[src/hw/rtl/first_fit_free_list_allocator_unit_macros.svh]
// Assertion macros for the first-fit free list allocator.
`ifndef FIRST_FIT_FREE_LIST_ALLOCATOR_UNIT_MACROS_SVH
`define FIRST_FIT_FREE_LIST_ALLOCATOR_UNIT_MACROS_SVH

// Check that cons holds in the same cycle as ante.
`define FFA_ASSERT_IMP(lbl, clk, rstn, ante, cons) \
    lbl: assert property (@(posedge clk) disable iff (!(rstn)) (ante) |-> (cons)) \
        else $error("allocator assertion failed");

// Check that cons holds in the cycle after ante.
`define FFA_ASSERT_NEXT(lbl, clk, rstn, ante, cons) \
    lbl: assert property (@(posedge clk) disable iff (!(rstn)) (ante) |=> (cons)) \
        else $error("allocator assertion failed");

`endif

[src/hw/rtl/ffa_pkg.sv]
// Shared constants, types and helper functions of the free list allocator.
package ffa_pkg;

    localparam int FREE_ENTRIES = 64;
    localparam int ADDR_W       = 16;
    localparam int BYTES_W      = 16;
    localparam int LEN_W        = 17;
    localparam int CNT_W        = 32;
    localparam int PARA_SHIFT   = 4;
    localparam int PARA_W       = BYTES_W - PARA_SHIFT;
    localparam int IDX_W        = $clog2(FREE_ENTRIES);
    localparam int COUNT_W      = $clog2(FREE_ENTRIES + 1);
    localparam int SUM_W        = LEN_W + COUNT_W;
    localparam int ENT_W        = ADDR_W + LEN_W;

    localparam logic [BYTES_W-1:0] ROUND_ADD  = BYTES_W'(15);
    localparam logic [BYTES_W-1:0] ROUND_MASK = BYTES_W'(16'hfff0);
    localparam logic [LEN_W-1:0]   LEN_MAX    = {LEN_W{1'b1}};
    localparam logic [CNT_W-1:0]   CNT_MAX    = {CNT_W{1'b1}};

    localparam logic MODE_ALLOC = 1'b0;
    localparam logic MODE_FREE  = 1'b1;

    typedef struct packed {
        logic [ADDR_W-1:0] start;
        logic [LEN_W-1:0]  len;
    } t_entry;

    function automatic logic [PARA_W-1:0] to_paragraphs(input logic [BYTES_W-1:0] bytes);
        logic [BYTES_W-1:0] s;
        s = (bytes + ROUND_ADD) & ROUND_MASK;
        return s[BYTES_W-1:PARA_SHIFT];
    endfunction

    function automatic logic [LEN_W-1:0] sat_len(input logic [LEN_W-1:0] a,
                                                 input logic [LEN_W-1:0] b);
        logic [LEN_W:0] s;
        s = {1'b0, a} + {1'b0, b};
        return s[LEN_W] ? LEN_MAX : s[LEN_W-1:0];
    endfunction

endpackage

[src/hw/rtl/ffa_in_if.sv]
// Request channel of the allocator: valid, ready and the request fields.
interface ffa_in_if;
    import ffa_pkg::*;

    logic               valid;
    logic               ready;
    logic               mode;
    logic [BYTES_W-1:0] request_bytes;
    logic [ADDR_W-1:0]  free_address;

    modport source (output valid, output mode, output request_bytes,
                    output free_address, input ready);
    modport sink   (input valid, input mode, input request_bytes,
                    input free_address, output ready);
endinterface

[src/hw/rtl/ffa_out_if.sv]
// Result channel of the allocator: valid, ready and the result fields.
interface ffa_out_if;
    import ffa_pkg::*;

    logic               valid;
    logic               ready;
    logic [ADDR_W-1:0]  alloc_address;
    logic               failed;
    logic [LEN_W-1:0]   free_total;
    logic [COUNT_W-1:0] entries_in_use;
    logic [COUNT_W-1:0] max_entries_seen;
    logic [CNT_W-1:0]   lost_count;
    logic [CNT_W-1:0]   lost_paragraphs;

    modport source (output valid, output alloc_address, output failed,
                    output free_total, output entries_in_use, output max_entries_seen,
                    output lost_count, output lost_paragraphs, input ready);
    modport sink   (input valid, input alloc_address, input failed,
                    input free_total, input entries_in_use, input max_entries_seen,
                    input lost_count, input lost_paragraphs, output ready);
endinterface

[src/hw/rtl/first_fit_free_list_allocator_unit.sv]
// First-fit free list allocator: sequencer over one entry RAM.
// Steps: a free that inserts ahead of an entry scans for its place, decides, shifts the tail up
// one place, writes the new entry and loads the result; search and shift are separate passes.
// Flow: one item at a time; the next is taken once the sequencer is back in idle,
// when the result is registered; a stalled result holds the sequencer.
// Reset (synchronous, active low) empties the list and clears the counters; RAM needs no clear.
module first_fit_free_list_allocator_unit (
    input  logic i_clk,
    input  logic i_rst_n,
    ffa_in_if.sink    i_in,
    ffa_out_if.source o_out
);
    import ffa_pkg::*;

    `include "first_fit_free_list_allocator_unit_macros.svh"

    localparam logic [2:0] ST_IDLE   = 3'd0;
    localparam logic [2:0] ST_SCAN   = 3'd1;
    localparam logic [2:0] ST_DECIDE = 3'd2;
    localparam logic [2:0] ST_SHDN   = 3'd3;
    localparam logic [2:0] ST_SHUP   = 3'd4;
    localparam logic [2:0] ST_INS    = 3'd5;
    localparam logic [2:0] ST_FIN    = 3'd6;

    // control state
    logic [2:0]         r_state, n_state;
    logic [COUNT_W-1:0] r_count, n_count;
    logic [COUNT_W-1:0] r_peak, n_peak;
    logic [SUM_W-1:0]   r_sum, n_sum;
    logic [CNT_W-1:0]   r_loss_n, n_loss_n;
    logic [CNT_W-1:0]   r_loss_p, n_loss_p;
    logic               r_ovalid, n_ovalid;

    // working registers of the current item
    logic               r_mode, n_mode;
    logic [PARA_W-1:0]  r_len, n_len;
    logic [ADDR_W-1:0]  r_addr, n_addr;
    logic [IDX_W-1:0]   r_ci, n_ci;
    logic [IDX_W-1:0]   r_j, n_j;
    logic [COUNT_W-1:0] r_k, n_k;
    logic               r_kin, n_kin;
    logic               r_hasprev, n_hasprev;
    t_entry             r_prev, n_prev;
    t_entry             r_cur, n_cur;
    logic [ADDR_W-1:0]  r_res_addr, n_res_addr;
    logic               r_res_fail, n_res_fail;

    // result register
    logic [ADDR_W-1:0]  r_o_addr, n_o_addr;
    logic               r_o_fail, n_o_fail;
    logic [LEN_W-1:0]   r_o_total, n_o_total;
    logic [COUNT_W-1:0] r_o_count, n_o_count;
    logic [COUNT_W-1:0] r_o_peak, n_o_peak;
    logic [CNT_W-1:0]   r_o_loss_n, n_o_loss_n;
    logic [CNT_W-1:0]   r_o_loss_p, n_o_loss_p;

    // entry RAM
    logic               ram_we;
    logic [IDX_W-1:0]   ram_waddr;
    t_entry             ram_wdata;
    logic [IDX_W-1:0]   ram_raddr;
    t_entry             q;

    ffa_ram #(
        .WIDTH (ENT_W),
        .DEPTH (FREE_ENTRIES)
    ) u_ram (
        .i_clk   (i_clk),
        .i_we    (ram_we),
        .i_waddr (ram_waddr),
        .i_wdata (ram_wdata),
        .i_raddr (ram_raddr),
        .o_rdata (q)
    );

    logic               in_acc;
    logic [LEN_W-1:0]   len_ext;
    logic [LEN_W-1:0]   q_left;
    logic               q_fits;
    logic [LEN_W:0]     prev_end;
    logic [ADDR_W:0]    addr_end;
    logic               adj_prev;
    logic               adj_cur;
    logic [LEN_W-1:0]   m1;
    logic [LEN_W-1:0]   m2;
    logic [LEN_W-1:0]   m_cur;
    logic [CNT_W:0]     loss_sum;
    logic [COUNT_W-1:0] ci_next;
    logic               out_free;

    assign in_acc   = i_in.valid && i_in.ready;
    assign len_ext  = LEN_W'(r_len);
    assign q_fits   = q.len >= len_ext;
    assign q_left   = q.len - len_ext;
    assign prev_end = {1'b0, r_prev.start} + {1'b0, r_prev.len};
    assign addr_end = {1'b0, r_addr} + (ADDR_W + 1)'(r_len);
    assign adj_prev = r_hasprev && (prev_end == (LEN_W + 1)'(r_addr));
    assign adj_cur  = r_kin && (addr_end == {1'b0, r_cur.start});
    assign m1       = sat_len(r_prev.len, len_ext);
    assign m2       = adj_cur ? sat_len(m1, r_cur.len) : m1;
    assign m_cur    = sat_len(r_cur.len, len_ext);
    assign loss_sum = {1'b0, r_loss_p} + (CNT_W + 1)'(r_len);
    assign ci_next  = COUNT_W'(r_ci) + COUNT_W'(1);
    assign out_free = !r_ovalid || o_out.ready;

    always_comb begin
        n_state    = r_state;
        n_count    = r_count;
        n_peak     = r_peak;
        n_sum      = r_sum;
        n_loss_n   = r_loss_n;
        n_loss_p   = r_loss_p;
        n_ovalid   = r_ovalid;
        n_mode     = r_mode;
        n_len      = r_len;
        n_addr     = r_addr;
        n_ci       = r_ci;
        n_j        = r_j;
        n_k        = r_k;
        n_kin      = r_kin;
        n_hasprev  = r_hasprev;
        n_prev     = r_prev;
        n_cur      = r_cur;
        n_res_addr = r_res_addr;
        n_res_fail = r_res_fail;
        n_o_addr   = r_o_addr;
        n_o_fail   = r_o_fail;
        n_o_total  = r_o_total;
        n_o_count  = r_o_count;
        n_o_peak   = r_o_peak;
        n_o_loss_n = r_o_loss_n;
        n_o_loss_p = r_o_loss_p;
        ram_we     = 1'b0;
        ram_waddr  = r_ci;
        ram_wdata  = q;
        ram_raddr  = '0;

        // drop the result once the sink takes it
        if (r_ovalid && o_out.ready) begin
            n_ovalid = 1'b0;
        end

        unique case (r_state)
            ST_IDLE: begin
                // read entry zero so the scan starts with data in hand
                ram_raddr = '0;
                if (in_acc) begin
                    n_mode     = i_in.mode;
                    n_len      = to_paragraphs(i_in.request_bytes);
                    n_addr     = i_in.free_address;
                    n_ci       = '0;
                    n_hasprev  = 1'b0;
                    n_res_addr = '0;
                    n_res_fail = 1'b0;
                    if (r_count == '0) begin
                        if (i_in.mode == MODE_ALLOC) begin
                            n_res_fail = 1'b1;
                            n_state    = ST_FIN;
                        end else begin
                            n_k     = '0;
                            n_kin   = 1'b0;
                            n_state = ST_DECIDE;
                        end
                    end else begin
                        n_state = ST_SCAN;
                    end
                end
            end

            ST_SCAN: begin
                // q holds entry r_ci; fetch the next one meanwhile
                ram_raddr = r_ci + IDX_W'(1);
                if (r_mode == MODE_ALLOC) begin
                    if (q_fits) begin
                        n_res_addr = q.start;
                        n_sum      = r_sum - SUM_W'(r_len);
                        if (q_left != '0) begin
                            ram_we          = 1'b1;
                            ram_waddr       = r_ci;
                            ram_wdata.start = q.start + ADDR_W'(r_len);
                            ram_wdata.len   = q_left;
                            n_state         = ST_FIN;
                        end else begin
                            // entry empties: close the gap above it
                            n_count = r_count - COUNT_W'(1);
                            n_j     = r_ci;
                            n_state = (ci_next < r_count) ? ST_SHDN : ST_FIN;
                        end
                    end else if (ci_next == r_count) begin
                        n_res_fail = 1'b1;
                        n_state    = ST_FIN;
                    end else begin
                        n_ci = r_ci + IDX_W'(1);
                    end
                end else begin
                    if (q.start > r_addr) begin
                        n_k     = COUNT_W'(r_ci);
                        n_kin   = 1'b1;
                        n_cur   = q;
                        n_state = ST_DECIDE;
                    end else begin
                        n_prev    = q;
                        n_hasprev = 1'b1;
                        if (ci_next == r_count) begin
                            n_k     = r_count;
                            n_kin   = 1'b0;
                            n_state = ST_DECIDE;
                        end else begin
                            n_ci = r_ci + IDX_W'(1);
                        end
                    end
                end
            end

            ST_DECIDE: begin
                ram_raddr = IDX_W'(r_k + COUNT_W'(1));
                if (adj_prev) begin
                    // grow the entry below, and absorb the one above if it touches
                    ram_we          = 1'b1;
                    ram_waddr       = IDX_W'(r_k - COUNT_W'(1));
                    ram_wdata.start = r_prev.start;
                    ram_wdata.len   = m2;
                    n_sum = r_sum + SUM_W'(m2) - SUM_W'(r_prev.len)
                          - (adj_cur ? SUM_W'(r_cur.len) : SUM_W'(0));
                    if (adj_cur) begin
                        n_count = r_count - COUNT_W'(1);
                        n_j     = IDX_W'(r_k);
                        n_state = ((r_k + COUNT_W'(1)) < r_count) ? ST_SHDN : ST_FIN;
                    end else begin
                        n_state = ST_FIN;
                    end
                end else if (adj_cur) begin
                    ram_we          = 1'b1;
                    ram_waddr       = IDX_W'(r_k);
                    ram_wdata.start = r_addr;
                    ram_wdata.len   = m_cur;
                    n_sum   = r_sum + SUM_W'(m_cur) - SUM_W'(r_cur.len);
                    n_state = ST_FIN;
                end else if (r_count < COUNT_W'(FREE_ENTRIES)) begin
                    n_count = r_count + COUNT_W'(1);
                    if ((r_count + COUNT_W'(1)) > r_peak) begin
                        n_peak = r_count + COUNT_W'(1);
                    end
                    n_sum = r_sum + SUM_W'(r_len);
                    if (r_kin) begin
                        // open a slot at k by moving the tail up one place
                        ram_raddr = IDX_W'(r_count - COUNT_W'(1));
                        n_j       = IDX_W'(r_count);
                        n_state   = ST_SHUP;
                    end else begin
                        ram_we          = 1'b1;
                        ram_waddr       = IDX_W'(r_k);
                        ram_wdata.start = r_addr;
                        ram_wdata.len   = len_ext;
                        n_state         = ST_FIN;
                    end
                end else begin
                    // list full: count the lost block
                    n_res_fail = 1'b1;
                    if (r_loss_n != CNT_MAX) begin
                        n_loss_n = r_loss_n + CNT_W'(1);
                    end
                    n_loss_p = loss_sum[CNT_W] ? CNT_MAX : loss_sum[CNT_W-1:0];
                    n_state  = ST_FIN;
                end
            end

            ST_SHDN: begin
                // q holds entry r_j + 1; move it down to r_j
                ram_raddr = r_j + IDX_W'(2);
                ram_we    = 1'b1;
                ram_waddr = r_j;
                ram_wdata = q;
                if ((COUNT_W'(r_j) + COUNT_W'(1)) == r_count) begin
                    n_state = ST_FIN;
                end else begin
                    n_j = r_j + IDX_W'(1);
                end
            end

            ST_SHUP: begin
                // q holds entry r_j - 1; move it up to r_j
                ram_raddr = r_j - IDX_W'(2);
                ram_we    = 1'b1;
                ram_waddr = r_j;
                ram_wdata = q;
                if (COUNT_W'(IDX_W'(r_j - IDX_W'(1))) == r_k) begin
                    n_state = ST_INS;
                end else begin
                    n_j = r_j - IDX_W'(1);
                end
            end

            ST_INS: begin
                ram_we          = 1'b1;
                ram_waddr       = IDX_W'(r_k);
                ram_wdata.start = r_addr;
                ram_wdata.len   = len_ext;
                n_state         = ST_FIN;
            end

            ST_FIN: begin
                // hold until the result register is free, then load it
                if (out_free) begin
                    n_ovalid   = 1'b1;
                    n_o_addr   = r_res_addr;
                    n_o_fail   = r_res_fail;
                    n_o_total  = (r_sum > SUM_W'(LEN_MAX)) ? LEN_MAX : r_sum[LEN_W-1:0];
                    n_o_count  = r_count;
                    n_o_peak   = r_peak;
                    n_o_loss_n = r_loss_n;
                    n_o_loss_p = r_loss_p;
                    n_state    = ST_IDLE;
                end
            end

            default: begin
                n_state = ST_IDLE;
            end
        endcase
    end

    always_ff @(posedge i_clk) begin
        if (!i_rst_n) begin
            r_state  <= ST_IDLE;
            r_count  <= '0;
            r_peak   <= '0;
            r_sum    <= '0;
            r_loss_n <= '0;
            r_loss_p <= '0;
            r_ovalid <= 1'b0;
        end else begin
            r_state  <= n_state;
            r_count  <= n_count;
            r_peak   <= n_peak;
            r_sum    <= n_sum;
            r_loss_n <= n_loss_n;
            r_loss_p <= n_loss_p;
            r_ovalid <= n_ovalid;
        end
    end

    always_ff @(posedge i_clk) begin
        r_mode     <= n_mode;
        r_len      <= n_len;
        r_addr     <= n_addr;
        r_ci       <= n_ci;
        r_j        <= n_j;
        r_k        <= n_k;
        r_kin      <= n_kin;
        r_hasprev  <= n_hasprev;
        r_prev     <= n_prev;
        r_cur      <= n_cur;
        r_res_addr <= n_res_addr;
        r_res_fail <= n_res_fail;
        r_o_addr   <= n_o_addr;
        r_o_fail   <= n_o_fail;
        r_o_total  <= n_o_total;
        r_o_count  <= n_o_count;
        r_o_peak   <= n_o_peak;
        r_o_loss_n <= n_o_loss_n;
        r_o_loss_p <= n_o_loss_p;
    end

    assign i_in.ready             = (r_state == ST_IDLE);
    assign o_out.valid            = r_ovalid;
    assign o_out.alloc_address    = r_o_addr;
    assign o_out.failed           = r_o_fail;
    assign o_out.free_total       = r_o_total;
    assign o_out.entries_in_use   = r_o_count;
    assign o_out.max_entries_seen = r_o_peak;
    assign o_out.lost_count       = r_o_loss_n;
    assign o_out.lost_paragraphs  = r_o_loss_p;

    `FFA_ASSERT_IMP(a_count_bound, i_clk, i_rst_n, 1'b1, r_count <= COUNT_W'(FREE_ENTRIES))
    `FFA_ASSERT_IMP(a_peak_cover, i_clk, i_rst_n, 1'b1, r_peak >= r_count)
    `FFA_ASSERT_IMP(a_scan_in_list, i_clk, i_rst_n, r_state == ST_SCAN, COUNT_W'(r_ci) < r_count)
    `FFA_ASSERT_NEXT(a_busy_after_accept, i_clk, i_rst_n, in_acc, !i_in.ready)

endmodule

[src/hw/rtl/ffa_ram.sv]
// Generic single write port RAM with one registered read port.
module ffa_ram #(
    parameter int WIDTH = 8,
    parameter int DEPTH = 16
) (
    input  logic                     i_clk,
    input  logic                     i_we,
    input  logic [$clog2(DEPTH)-1:0] i_waddr,
    input  logic [WIDTH-1:0]         i_wdata,
    input  logic [$clog2(DEPTH)-1:0] i_raddr,
    output logic [WIDTH-1:0]         o_rdata
);
    logic [WIDTH-1:0] r_mem [DEPTH];
    logic [WIDTH-1:0] r_rdata;

    always_ff @(posedge i_clk) begin
        if (i_we) begin
            r_mem[i_waddr] <= i_wdata;
        end
        r_rdata <= r_mem[i_raddr];
    end

    assign o_rdata = r_rdata;
endmodule
[src/flat_wrapper.sv]
// flat-port wrapper written by rule: the top's interface ports become plain ports
module first_fit_free_list_allocator_unit_flat import ffa_pkg::*;
  (i_clk, i_rst_n, i_in_valid, i_in_mode, i_in_request_bytes, i_in_free_address, i_in_ready, o_out_valid, o_out_alloc_address, o_out_failed, o_out_free_total, o_out_entries_in_use, o_out_max_entries_seen, o_out_lost_count, o_out_lost_paragraphs, o_out_ready);
  ffa_in_if i_in_i ();
  ffa_out_if o_out_i ();
  input  logic i_clk;
  input  logic i_rst_n;
  input wire logic [$bits(i_in_i.valid)-1:0] i_in_valid;
  input wire logic [$bits(i_in_i.mode)-1:0] i_in_mode;
  input wire logic [$bits(i_in_i.request_bytes)-1:0] i_in_request_bytes;
  input wire logic [$bits(i_in_i.free_address)-1:0] i_in_free_address;
  output wire logic [$bits(i_in_i.ready)-1:0] i_in_ready;
  output wire logic [$bits(o_out_i.valid)-1:0] o_out_valid;
  output wire logic [$bits(o_out_i.alloc_address)-1:0] o_out_alloc_address;
  output wire logic [$bits(o_out_i.failed)-1:0] o_out_failed;
  output wire logic [$bits(o_out_i.free_total)-1:0] o_out_free_total;
  output wire logic [$bits(o_out_i.entries_in_use)-1:0] o_out_entries_in_use;
  output wire logic [$bits(o_out_i.max_entries_seen)-1:0] o_out_max_entries_seen;
  output wire logic [$bits(o_out_i.lost_count)-1:0] o_out_lost_count;
  output wire logic [$bits(o_out_i.lost_paragraphs)-1:0] o_out_lost_paragraphs;
  input wire logic [$bits(o_out_i.ready)-1:0] o_out_ready;
  assign i_in_i.valid = i_in_valid;
  assign i_in_i.mode = i_in_mode;
  assign i_in_i.request_bytes = i_in_request_bytes;
  assign i_in_i.free_address = i_in_free_address;
  assign i_in_ready = i_in_i.ready;
  assign o_out_valid = o_out_i.valid;
  assign o_out_alloc_address = o_out_i.alloc_address;
  assign o_out_failed = o_out_i.failed;
  assign o_out_free_total = o_out_i.free_total;
  assign o_out_entries_in_use = o_out_i.entries_in_use;
  assign o_out_max_entries_seen = o_out_i.max_entries_seen;
  assign o_out_lost_count = o_out_i.lost_count;
  assign o_out_lost_paragraphs = o_out_i.lost_paragraphs;
  assign o_out_i.ready = o_out_ready;
  first_fit_free_list_allocator_unit u_core (.i_clk(i_clk), .i_rst_n(i_rst_n), .i_in(i_in_i), .o_out(o_out_i));
endmodule
[config.mk]
export PLATFORM = sky130hd
export DESIGN_NAME = first_fit_free_list_allocator_unit_flat
export DESIGN_NICKNAME = d
export VERILOG_FILES = /design/src/hw/rtl/ffa_pkg.sv /design/src/hw/rtl/ffa_in_if.sv /design/src/hw/rtl/ffa_out_if.sv /design/src/hw/rtl/first_fit_free_list_allocator_unit.sv /design/src/hw/rtl/ffa_ram.sv /design/src/flat_wrapper.sv
export VERILOG_INCLUDE_DIRS = /design/src /design/src/hw/rtl
export SDC_FILE = /design/constraint.sdc
export NUM_CORES = 2
export LEC_CHECK = 0
export BUFFER_PORTS_ARGS = -buffer_cell sky130_fd_sc_hd__buf_2
export CORE_MARGIN = 4
export CORE_UTILIZATION = 35
export DETAILED_ROUTE_END_ITERATION = 10
export PLACE_DENSITY = 0.54
export RECOVER_POWER = 100
export SLEW_MARGIN = 30
export SYNTH_ARGS = -nofsm -noshare
export SYNTH_HDL_FRONTEND = slang
export SYNTH_SLANG_ARGS = --single-unit
[constraint.sdc]
create_clock -name i_clk -period 9.9 [get_ports i_clk]
set_input_delay 0.495 -clock i_clk [delete_from_list [all_inputs] [get_ports i_clk]]
set_output_delay 0.495 -clock i_clk [all_outputs]
set_load 0.01 [all_outputs]
# Yosys cells after proc, flatten, opt, wreduce, memory -nomap -nowiden
# Memories as Yosys holds them, arrays and structs flattened. A register that Yosys moved wholly into a read port is not among the register bits.
# Index checks and enable logic that the tools add are counted.
[word_totals]
n_memories = 1
latch_bits = 0
output_inout_bits = 114
wordCells = 259
rom_bits = 0
inputBits = 37
regBits = 351
ramBits = 2112
[mem_list]
columns = ["memory", "depth", "width", "rd", "rd_clocked_by_memory_dff", "write_ports", "line_no", "text"]
rows = [
  ["u_core.u_ram.r_mem", 64, 33, 1, 1, 1, "ffa_ram.sv:13", "logic [WIDTH-1:0] r_mem [DEPTH];"],
]
[classes]
magnitude_cmp = 7
muxes = 120
shifts = 0
n_eq_ne = 40
n_addsub = 28
bitwise_logic = 4
div_mod_pow = 0
n_mul = 0
n_reduce_logical = 31
[op_table]
columns = ["op", "count"]
rows = [
  ["$mux W33", 7],
  ["$mux W6", 23],
  ["$mux W24", 5],
  ["$pmux W33 S3", 1],
  ["$mux W7", 13],
  ["$mux W17", 5],
  ["$mux W3", 17],
  ["$add A24 B17 Y24", 2],
  ["$mux W16", 3],
  ["$pmux W24 S2", 1],
  ["$pmux W6 S4", 2],
  ["$sub A24 B17 Y24", 2],
  ["$add A17 B12 Y18", 2],
  ["$add A32 B12 Y33", 1],
  ["$add A32 B1 Y32 const B", 1],
  ["$mux W32", 1],
  ["$ne A32 B32 Y1 const B", 1],
  ["$pmux W16 S2", 1],
  ["$mux W1", 30],
  ["$pmux W7 S2", 2],
  ["$add A24 B12 Y24", 1],
  ["$gt A24 B17 Y1 const B", 1],
  ["$ne A2 B2 Y1 const B", 12],
  ["$sub A24 B12 Y24", 1],
  ["58 further kinds", 95],
]

# Logic depth before layout (Yosys ltp)
[depth]
depth_word = 10
ltp_mapped = 45
depth_no_buf = 43

# By module
# Synthesis repeated with hierarchy kept, for this count alone.
[hier_totals]
cells_unflattened = 6825
hier_area_um2 = 109752.8
[by_module_without_submodules]
columns = ["module", "n_inst", "seq_area_each_um2", "area_per_inst_um2", "cells_each"]
rows = [
  ["ffa_ram", 1, 64081.5, 81094.0, 3610],
  ["first_fit_free_list_allocator_unit", 1, 9479.1, 28658.7, 3215],
]

# Worst setup path after synthesis
# OpenSTA, ideal clock, no wires.
[synth_path]
kind = "reg2reg"
from = "register u_core.r_len[1]"
to = "register u_core.r_sum[22]"
setup_time_ns = 0.070
n_path_buf = 0
path_stages_with_launch = 43
period_less_slack_ns = 9.857
setup_slack_ns = 0.043
arrival_time_ns = 9.787
t_required_ns = 9.830
path_cell_list = "edfxtp_1 ha_1 a21o_1 a21oi_1 o21bai_1 a21oi_1 o21bai_1 a21oi_1 nor2b_1 o31ai_1 a211oi_1 or2_2 ha_1 a21o_1 a21oi_1 o21ai_0 a21oi_1 o21ai_0 [... 7 more ...] fa_1 fa_1 ha_1 fa_1 a21o_1 a21o_1 a2111oi_0 o31ai_1 o41ai_1 o21ai_0 nand3_1 nand2_1 a21oi_1 o21ai_0 o31ai_1 mux2i_1 a211o_1 a21oi_1"
[synth_between]
elab_chain_cells = 10
word_cells_on_any_way = 28
cone_classes = "add/sub (11); order compare (1); eq/ne (3); mux (11); reduce/logical (2)"
[synth_lines]
columns = ["element", "line_no", "text"]
rows = [
  ["from (decl)", "first_fit_free_list_allocator_unit.sv:36", "logic [PARA_W-1:0] r_len, n_len;"],
  ["from (signal assigned)", "first_fit_free_list_allocator_unit.sv:345", "r_len <= n_len;"],
  ["$add A17 B12 Y18", "ffa_pkg.sv:38", "s = {1'b0, a} + {1'b0, b};"],
  ["$mux W17", "ffa_pkg.sv:39", "return s[LEN_W] ? LEN_MAX : s[LEN_W-1:0];"],
  ["$add A17 B17 Y18", "ffa_pkg.sv:38", ""],
  ["$mux W17", "ffa_pkg.sv:39", ""],
  ["$mux W17", "first_fit_free_list_allocator_unit.sv:100", "assign m2 = adj_cur ? sat_len(m1, r_cur.len) : m1;"],
  ["$add A24 B17 Y24", "first_fit_free_list_allocator_unit.sv:223", "n_sum = r_sum + SUM_W'(m2) - SUM_W'(r_prev.len)"],
  ["$sub A24 B17 Y24", "first_fit_free_list_allocator_unit.sv:223", ""],
  ["$sub A24 B24 Y24", "first_fit_free_list_allocator_unit.sv:224", "- (adj_cur ? SUM_W'(r_cur.len) : SUM_W'(0));"],
  ["$mux W24", "first_fit_free_list_allocator_unit.sv:217", "if (adj_prev) begin"],
  ["$pmux W24 S2", "first_fit_free_list_allocator_unit.sv:143", "unique case (r_state)"],
  ["to (signal assigned)", "first_fit_free_list_allocator_unit.sv:336", "r_sum <= n_sum;"],
  ["to (decl)", "first_fit_free_list_allocator_unit.sv:29", "logic [SUM_W-1:0] r_sum, n_sum;"],
]
# Parallel ways exist; a longest one is shown, timed or not. The select of a mux whose other input is x is not followed.
# A chain may end at the register's enable or synchronous reset.

# Final worst setup path
[layout_path]
from = "register u_core.r_len[0]"
to = "memory u_core.u_ram.r_mem[2][32] (netlist bit), enable pin"
[layout_between]
elab_chain_cells = 8
word_cells_on_any_way = 17
cone_classes = "add/sub (2); order compare (1); eq/ne (1); mux (11); reduce/logical (2)"
[layout_lines]
columns = ["element", "line_no", "text"]
rows = [
  ["$sub A17 B12 Y17 or $add A16 B12 Y17 (tied branches)", "first_fit_free_list_allocator_unit.sv:94, first_fit_free_list_allocator_unit.sv:96", ""],
  ["$reduce_bool A17 Y1 or $eq A17 B16 Y1 (tied branches)", "first_fit_free_list_allocator_unit.sv:177, first_fit_free_list_allocator_unit.sv:98", ""],
  ["$mux W1 or $logic_and A1 B1 Y1 (tied branches)", "first_fit_free_list_allocator_unit.sv:177, first_fit_free_list_allocator_unit.sv:98", ""],
  ["$mux W1, on equally long branches", "first_fit_free_list_allocator_unit.sv:174, first_fit_free_list_allocator_unit.sv:232", ""],
  ["$mux W1, on equally long branches", "first_fit_free_list_allocator_unit.sv:173, first_fit_free_list_allocator_unit.sv:217", ""],
  ["$pmux W1 S3", "first_fit_free_list_allocator_unit.sv:143", ""],
  ["$mux W1", "ffa_ram.sv:17", "if (i_we) begin"],
  ["$mux W1 (not written as such)", "ffa_ram.sv:18", "r_mem[i_waddr] <= i_wdata;"],
  ["to (decl)", "ffa_ram.sv:13", ""],
]
# Parallel ways exist; a longest one is shown, timed or not.

==> results_dict.tcl <==
set metrics [dict create \
    coreArea_sq_mm 0.321 \
    synth_common_cells "2424 x nand2_1, 2357 x edfxtp_1, 1702 x nand3_1" \
    drt-pass1-iter-count 6 \
    p_leak_nw 45.4 \
    die_h_microns 576 \
    dp_slack_ns -0.723 \
    min_from "o_out_ready" \
    tightest_slew_ns 4.24 \
    die-area_sq_mm 0.332 \
    io_buffers 150 \
    status "finished with violations" \
    setup_viol 0 \
    synth_edf_count 2357 \
    timing.hold.worst_endpoint "u_core.o_out.valid" \
    wl_microns 385000 \
    synth_area_leader_cell "edfxtp_1" \
    placed_cell_area_sq_mm 0.121 \
    syn_area_sq_mm 0.113 \
    synth_top_area_share 0.626 \
    insertion_delay_ns 0.90 \
    hold_class "in2reg" \
    dp_hpwl_microns 236000 \
    ys.flop_type "edfxtp_1" \
    post-route-period-util 0.977 \
    die_w_microns 576 \
    cts-root-buf "clkbuf_16" \
    r2r-start "u_core.r_len[0]" \
    peakVddDrop_mv 0.391 \
    slew_headroom -1.83 \
    r2r_slack_ns 0.23 \
    ant_nets 0 \
    hold_viol 0 \
    cp_max_fo 31 \
    cp.buffers_inverters 6 \
    max_freq_ghz 0.103 \
    place.gp.congestion 0.923 \
    initial_core_util 0.352 \
    synth_cell_types 108 \
    grt_util_all_layers 0.224 \
    synthTopCellsByArea "edfxtp_1 63%, nand2_1 8.1%, nand3_1 7.5%, ha_1 2.6%, dfxtp_1 2.5%" \
    yosysMostFrequentCell "nand2_1" \
    nets 10500 \
    yosysSeqAreaShare 0.651 \
    path_cells "buf_4 -> ha_1 -> inv_1 -> fa_1 -> xor2_1 -> nand3_1 -> nor4bb_1 -> nand4_1 -> a31o_2 -> nor4_1 -> nand4_1 -> nor4_1 -> buf_4 -> buf_4 -> o31a_1 -> o22ai_1 -> nor2_1 -> nand3_1 -> nor2_1 -> clkbuf_1 -> clkbuf_2" \
    drv_slew 2996 \
    clock_path_buffers 4 \
    slowest_stage "nor2_1" \
    rsz0062_at_grt "false" \
    fin_area_sq_mm 0.129 \
    reg2regPathDepth 21 \
    gr-total-overflow 0 \
    rr_endpoint "u_core.u_ram.r_mem[2][32]" \
    dr_total_vias 80900 \
    cp_data_required_time_ns 10.43 \
    syn_nets 10200 \
    crit_family "simple AND/OR/NAND/NOR gates" \
    grt_pass1_wl_microns 553000 \
    routed_via_density 5.51 \
    io_pins 151 \
    ys_ff_latch 2496 \
    final.min_clock_period_ns 9.67 \
    post-route-drc-count 0 \
    min_path_cells 3 \
    critPathCaptureType "register" \
    cts.sinks 2496 \
    cts_buffers 286 \
    grt_pass1_vias 76900 \
    cap_violations 80 \
    grt_max_degree 156 \
    syn_avg_cell_area_sq_um 11.4 \
    clk_pin_slew_ns 0.05 \
    crit_arrival_ns 10.20 \
    skew_ns 0.0769 \
    synthArstFlopShare 0 \
    cts_tree "yes" \
    antenna_found_initial 30 \
    cpMostUsedCell "buf_4" \
    layout_setup_ws_ns 0.231 \
    rows 208 \
    drt_iter0_drc 8817 \
    violations "max-capacitance violations, max-slew violations" \
    startpoint_type "register" \
    syn2layout_area_growth_pct 14.0 \
    powerDensity_mw_per_mm2 387 \
    syn_inst 9893 \
    ys_warn_count 0 \
    drive_gt1_frac 0.0850 \
    slowest_delay_ns 1.22 \
    htree_levels 5 \
    critical_path_class "reg2reg" \
    wl_per_cell_microns 26.2 \
]
## per-stage QoR
step                      setup TNS, ns  cells  power, W  utilization  hold WS [ns]
final                                 0  14700    0.0498        0.401         0.106
after global routing                  0  14700    0.0523        0.401        0.0653
after global placement            -4.11  14100    0.0392        0.375         0.408
after detailed placement          -2.88  14100    0.0396        0.376         0.405
after CTS                             0  14600    0.0499        0.404        0.0372
after floorplan                       0   9893    0.0295            -         0.400
## worst reg2reg max path: cells and delay by family (launching register included)
kind	cells	cell delay [ns]
AO/OA/AOI/OAI	3	0.59
XOR/XNOR	1	0.14
adder cells (fa/ha/maj)	2	0.75
buffers and inverters	6	2.68
flip-flops	1	0.35
AND/OR/NAND/NOR	9	4.82
## how the worst max path moves through the flow
stage / endpoint / slack (ns) / cells past startpoint / startpoint
floorplan: u_core.r_sum[22] / 0.04 / 42 / u_core.r_len[1]
global placement: u_core.r_sum[22] / -0.86 / 44 / u_core.r_prev[1]
detailed placement: u_core.r_sum[22] / -0.72 / 44 / u_core.r_prev[1]
CTS: u_core.r_sum[22] / 0.03 / 44 / u_core.r_prev[1]
global route: u_core.u_ram.r_mem[62][6] / 0.03 / 13 / u_core.r_state[0]
finish: u_core.u_ram.r_mem[2][32] / 0.23 / 21 / u_core.r_len[0]
## area by class of cell
cell class / count / area, sq um
Timing Repair Buffer: 527 / 3510
Inverter: 272 / 1020
Sequential cell: 2496 / 73600
Antenna cell: 24 / 60.1
Multi-Input combinational cell: 6547 / 36500
Clock inverter: 147 / 1250
Clock buffer: 361 / 7600
Tap cell: 4305 / 5390
Fill cell: 30600 / 192000
## what timing repair did
| action | in CTS | in global routing |
|---|---|---|
| setup buffers | 3 | 3 |
| hold buffers | 17 | 0 |
| pin swaps | 14 | 17 |
| setup endpoints to repair | 7 | 7 |
| resized for setup | 18 | 17 |
| hold endpoints to repair | 18 | 0 |
## cells by family (layout without fill, tap and decap cells)
logic type               Yosys count  after routing  share of synthesized area
AND/OR/NAND/NOR                 4889           4889                      0.191
flip-flops                      2496           2496                      0.651
AO/OA/AOI/OAI                   1050           1050                     0.0635
buffers and inverters            850           1307                     0.0324
adder cells (fa/ha/maj)          295            295                     0.0368
XOR/XNOR                         249            249                     0.0196
multiplexers                      64             64                    0.00578
other                              0             24                          0
## metal layers
layer	wire length (microns)	vias up	global-route usage
li1	-	36300	-
met1	165000	40600	0.313
met2	177000	3339	0.356
met3	29100	627	0.0341
met4	14200	4	0.0786
met5	27	-	0
## where the power goes
group	switching, W	leakage [nW]	internal, W
clock network	0.00429	4.31	0.00586
registers	0.000726	22.5	0.0152
logic	0.0173	18.5	0.00652
## sequential cells by signal (all words and copies together) (netlist names), 12 cells and up
name and cells:
u_core.u_ram.r_mem 2112, u_core.r_addr 16, u_core.r_sum 24, u_core.o_out.free_total 17
u_core.r_prev 33, u_core.u_ram.o_rdata 33, u_core.r_loss_p 32, u_core.o_out.lost_paragraphs 32
u_core.o_out.alloc_address 16, u_core.r_res_addr 16, u_core.r_loss_n 32, u_core.r_len 12
u_core.o_out.lost_count 32, u_core.r_cur 33
## placed cells by master, fill, tap and decap left out, types with 158 or more instances in the layout
cell       netlist  routed
clkbuf_1       221     237
nand3_1       1702    1696
nor2_1         369     340
nand2_1       2424    2419
o21ai_0        203     197
edfxtp_1      2357    2357
ha_1           233     232
xnor2_1        158     158
buf_4            7     193
a21oi_1        256     243
inv_1          264     263
clkbuf_16        0     291
(Power assumes the default switching activity.)
